--- config.mk ---
export PLATFORM = sky130hd
export DESIGN_NAME = drpi_mul
export DESIGN_NICKNAME = d
export VERILOG_FILES = /design/src/rtl/drpi_pkg.sv /design/src/rtl/drpi_mul.sv
export SDC_FILE = /design/constraint.sdc
export NUM_CORES = 2
export LEC_CHECK = 0
export ABC_AREA = 1
export BUFFER_PORTS_ARGS = -buffer_cell sky130_fd_sc_hd__buf_4
export CAP_MARGIN = 15
export CELL_PAD_IN_SITES_DETAIL_PLACEMENT = 0
export CELL_PAD_IN_SITES_GLOBAL_PLACEMENT = 1
export CORE_MARGIN = 2
export CORE_UTILIZATION = 25
export CTS_CLUSTER_SIZE = 16
export DETAILED_ROUTE_END_ITERATION = 10
export PLACE_DENSITY_LB_ADDON = 0.1
export SYNTH_ARGS = -nofsm -noshare
export SYNTH_HDL_FRONTEND = slang
export SYNTH_SLANG_ARGS = --single-unit
--- constraint.sdc ---
create_clock -name i_clk -period 7.35 [get_ports i_clk]
set_input_delay 0.735 -clock i_clk [delete_from_list [all_inputs] [get_ports i_clk]]
set_output_delay 0.735 -clock i_clk [all_outputs]
set_load 0.05 [all_outputs]
--- src/rtl/drpi_pkg.sv ---
package drpi_pkg;

    // Sine and cosine resolution: a full turn is cut into 2^TRIG_TABLE_BITS steps.
    localparam int TRIG_TABLE_BITS = 10;

    // Operand and product widths of the shared multiplier.
    localparam int MUL_W  = 33;
    localparam int PROD_W = 2 * MUL_W;

    // One full turn in Q9.23 degrees.
    localparam logic [31:0] HEAD_FULL = 32'd3019898880;

    // Reset pose (1300 mm in Q20.12) and the default loop time (about 1 ms in Q0.24).
    localparam logic [31:0] POS_RESET = 32'd5324800;
    localparam logic [23:0] LT_RESET  = 24'd16777;

    // Odd Taylor coefficients of sin(pi/2 * x) in Q30.
    localparam logic [31:0] PC1 = 32'd1686629713;
    localparam logic [31:0] PC3 = 32'd693598668;
    localparam logic [31:0] PC5 = 32'd85569274;
    localparam logic [31:0] PC7 = 32'd5026992;
    localparam logic [31:0] PC9 = 32'd172271;

endpackage

--- src/rtl/drpi_mul.sv ---
module drpi_mul (
    input  logic                                 i_clk,
    input  logic signed [drpi_pkg::MUL_W-1:0]    i_a,
    input  logic signed [drpi_pkg::MUL_W-1:0]    i_b,
    output logic signed [drpi_pkg::PROD_W-1:0]   o_prod
);
    import drpi_pkg::*;

    // Registered signed multiplier, one product per cycle.
    logic signed [PROD_W-1:0] r_prod;

    always_ff @(posedge i_clk) begin
        r_prod <= i_a * i_b;
    end

    assign o_prod = r_prod;

endmodule

# [Word-level counts from Yosys, hierarchy flattened]
# Cells that the tools add are included.
[word_totals] regBits=66
[classes] n_mul=1
[op_table] op="multiplier 33 x 33 -> 66 bit" n=1

# [Logic depth before layout (Yosys ltp)]
[logic_depth] depth_word=1 mapped_depth=34 mapped_depth_nobuf=32

# [Least setup slack after synthesis]
# OpenSTA, ideal clock, no wires.
[synth_timing] path_kind="input-to-reg" from="input i_a[32] (netlist bit)" to="register r_prod[60] (netlist: o_prod[60])" setup_time_ps=113 arrival_time_ps=7378 required_ps=7237 setup_slack_ps=-141 cell_stages=23 n_path_buf=2 path_cell_list="clkbuf_1 -> clkbuf_1 -> nand2_1 -> inv_1 -> fa_1 -> fa_1 -> fa_1 -> fa_1 -> inv_1 -> fa_1 -> fa_1 -> fa_1 -> fa_1 -> inv_1 -> ha_1 -> nand2_1 -> nor2_1 -> inv_1 -> nor3_1 -> nand2_1 -> and2_0 -> nand4_1 -> nand2_1"
[synth_via] elab_chain_cells=1
[synth_lines] element="start: declaration" line="drpi_mul.sv:3" rtl="input logic signed [drpi_pkg::MUL_W-1:0] i_a,"
[synth_lines] element="multiplier 33 x 33 -> 66 bit" line="drpi_mul.sv:13" rtl="r_prod <= i_a * i_b;"
[synth_lines] element="end signal: assignment" line="drpi_mul.sv:13"
[synth_lines] element="end: declaration" line="drpi_mul.sv:10" rtl="logic signed [PROD_W-1:0] r_prod;"
# Every way passes these cells.

# [Final worst setup path]
[layout_timing] from="input i_a[23] (netlist bit)" to="register r_prod[36] (netlist: o_prod[36])"
# Same word-level chain as after synthesis.

==> flow_metrics.env <==
export IMPL_synth_warnings=0
export IMPL_synth_top_family_by_area="adder cells"
export IMPL_timing_hold_ws_ps=880
export IMPL_clockBufferDepth=2
export IMPL_place_congestion=0.826
export IMPL_crit_required_ps=7640
export IMPL_worstMarginPinSlew_ps=457
export IMPL_startpoint_type="input pin"
export IMPL_yosysTopAreaCell="fa_1"
export IMPL_globalRouteOverflowTotal=0
export IMPL_synth_seq_cells=66
export IMPL_dp_hpwl_um=141000
export IMPL_grt_pass1_vias=38000
export IMPL_drv_cap=0
export IMPL_instances_no_fill=8231
export IMPL_yosys_area_share_adder=0.594
export IMPL_synth_simple_gate_area_frac=0.166
export IMPL_cts_tree="done"
export IMPL_synth_xor_xnor_area_share=0.00832
export IMPL_vias=32700
export IMPL_crit_type="in -> reg"
export IMPL_clock_sinks=66
export IMPL_synth_ff_type="dfxtp_1"
export IMPL_drt_first_pass_iters=5
export IMPL_drc=0
export IMPL_synth_mux_area_frac=0
export IMPL_die_w_um=420
export IMPL_rsz0062_at_grt="yes"
export IMPL_drtIter0Drc=1303
export IMPL_largest_reg_flops=66
export IMPL_hold_viol=0
export IMPL_ys_types=35
export IMPL_regArea_um2=1320
export IMPL_synth_edf_count=0
export IMPL_grt_usage=0.183
export IMPL_worstPathMaxFanout=9
export IMPL_yosysTopAreaCellShare=0.531
export IMPL_netlist_instances=5543
export IMPL_multi_input_area_um2=34000
export IMPL_grt_pass1_wl_um=240000
export IMPL_cts_root_buf="clkbuf_16"
export IMPL_port_buffers=132
export IMPL_fin_crit_sh=0.971
export IMPL_slew_viol_final=0
export IMPL_synth_area_um2=43200
export IMPL_rows=152
export IMPL_synth_sequential_area_ratio=0.0306
export IMPL_slew_headroom=0.695
export IMPL_die_area_um2=176000
export IMPL_start_util=0.252
export IMPL_ctsHoldBuffers=0
export IMPL_detail_route_wl_per_cell_um=18.7
export IMPL_h_tree_depth=3
export IMPL_dp_cells=8211
export IMPL_period_needed_ps=7130
export IMPL_detail_route_antenna_nets=0
export IMPL_cts_buffers=9
export IMPL_syn_mean_instance_area_um2=7.79
export IMPL_clkTransAtPathRegs_ps=60
export IMPL_worst_hold_path_type="in -> reg"
export IMPL_final_layout_size_suffix_gt1_frac=0.128
export IMPL_synth_nets=6972
export IMPL_setup_violations=0
export IMPL_vias_per_cell=3.97
export IMPL_status="complete, no violations"
export IMPL_synthToLayoutAreaGrowth_pct=18.3
export IMPL_n_fill_cell=18900
export IMPL_fmax_ghz=0.140
export IMPL_netlist_top_cells_area="fa_1 53%, inv_1 16%, nand2_1 13%"
export IMPL_ios=133
export IMPL_crit_arrival_ps=7430
export IMPL_fin_setup_tns_ps=0
export IMPL_core_um2=172000
export IMPL_grt_max_degree=26
export IMPL_nets=7343
export IMPL_synth_compound_area_frac=0.0138
export IMPL_antenna_found_initial=2
export IMPL_async_reset_ff_frac=0
export IMPL_wl_um=154000
export IMPL_cp_end_kind="flop"
export IMPL_die_h_um=420
==> cells in the mapped netlist, types with 2 or more instances <==
cell,instances
xnor2_1,4
nor2_2,20
ha_1,217
o21ai_0,19
a21oi_1,61
or2_2,5
nor2_1,131
nand3b_1,3
inv_1,1894
a21oi_2,4
nand2_1,1517
nor2_4,3
and2_1,2
nand3_2,8
xor2_1,37
a21o_1,2
o21ai_1,3
nand2_2,17
nor4_1,4
o21bai_1,14
nand4_1,19
dfxtp_1,66
nor3_1,7
nand3_1,70
fa_1,1145
clkbuf_1,262
==> cells by family (layout without fill, tap and decap cells) <==
group | after synthesis | count (layout)
and+or+nand+nor | 1810 | 1810
DFF | 66 | 66
other | 0 | 2
xor gates and xnor gates | 41 | 41
AOI/OAI and AO/OA | 106 | 106
adders and majority gates | 1362 | 1362
buffers and inverters | 2158 | 2534
==> layer usage <==
metal	track usage	wire length, µm	vias to the layer above
met5	0	0	-
met4	0.0362	3330	0
met3	0.00621	1800	94
met2	0.341	80300	267
met1	0.235	68200	16600
li1	-	-	15700
==> worst paths after layout <==
path / startpoint / end / slack (ps) / cells after the start
setup / recovery: i_a[23] / o_prod[36] / 220 / 27
hold / removal: i_b[0] / o_prod[0] / 880 / 4
==> critical path: stages <==
cell and delay, ps:
buf_4 170, buf_12 160, nand2_1 50, inv_1 50, fa_1 530, inv_1 60
fa_1 530, inv_1 50, fa_1 510, inv_1 70, fa_1 500, fa_1 510
inv_1 50, fa_1 550, fa_1 520, inv_1 50, fa_1 480, inv_1 50
ha_1 360, nand2_1 140, nor2_2 200, nand2_1 180, nor3_2 150, buf_4 140
a21oi_1 70, xnor2_1 300, buf_4 200
==> timing repair <==
action / 4_1_cts / 5_1_grt
pin swaps: 1 / 3
hold endpoints to repair: 0 / 0
gates resized for setup: 3 / 95
endpoints found under the setup margin: 5 / 42
setup buffers: 2 / 0
==> area by class of cell <==
type,count,share of cell area
diodes,2,0.0000980
clock buffers,9,0.00441
clock inverters,7,0.00115
inverters,1895,0.139
multi-input cells,3319,0.665
flip-flops and latches,66,0.0259
well taps,2310,0.0566
repair buffers,623,0.107
==> cells in the final DEF, fill, tap and decap left out, types with 4 or more instances in the layout <==
cell type	Yosys	routed
o21ai_2	1	4
o21ai_1	3	4
nand2_1	1517	1513
nor2_2	20	32
inv_1	1894	1893
inv_6	0	5
ha_2	0	11
nor2_4	3	6
a21oi_2	4	9
o21bai_1	14	13
dfxtp_1	66	66
xnor2_1	4	4
ha_1	217	203
or2_2	5	5
nor3_2	1	5
buf_6	0	25
buf_4	0	540
buf_12	0	55
nand2_2	17	21
nand3_2	8	11
xor2_1	37	37
a21oi_1	61	56
fa_2	0	6
clkbuf_16	0	9
nand4_1	19	19
nor4_2	1	4
nand3_1	70	67
o21ai_0	19	15
nor2_1	131	116
fa_1	1145	1139
==> metrics by stage <==
stage,util,area (µm²),setup slack (ps)
final,0.298,51100,215
after global routing,0.298,51100,-49.1
after detailed placement,0.294,50400,-468
after floorplan,-,43200,74.4
after CTS,0.296,50700,0.948
after global placement,0.294,50400,-505
Power is left out: the tool's default activity adds up to more than one toggle a clock period on the data nets, which glitch-free logic cannot reach.
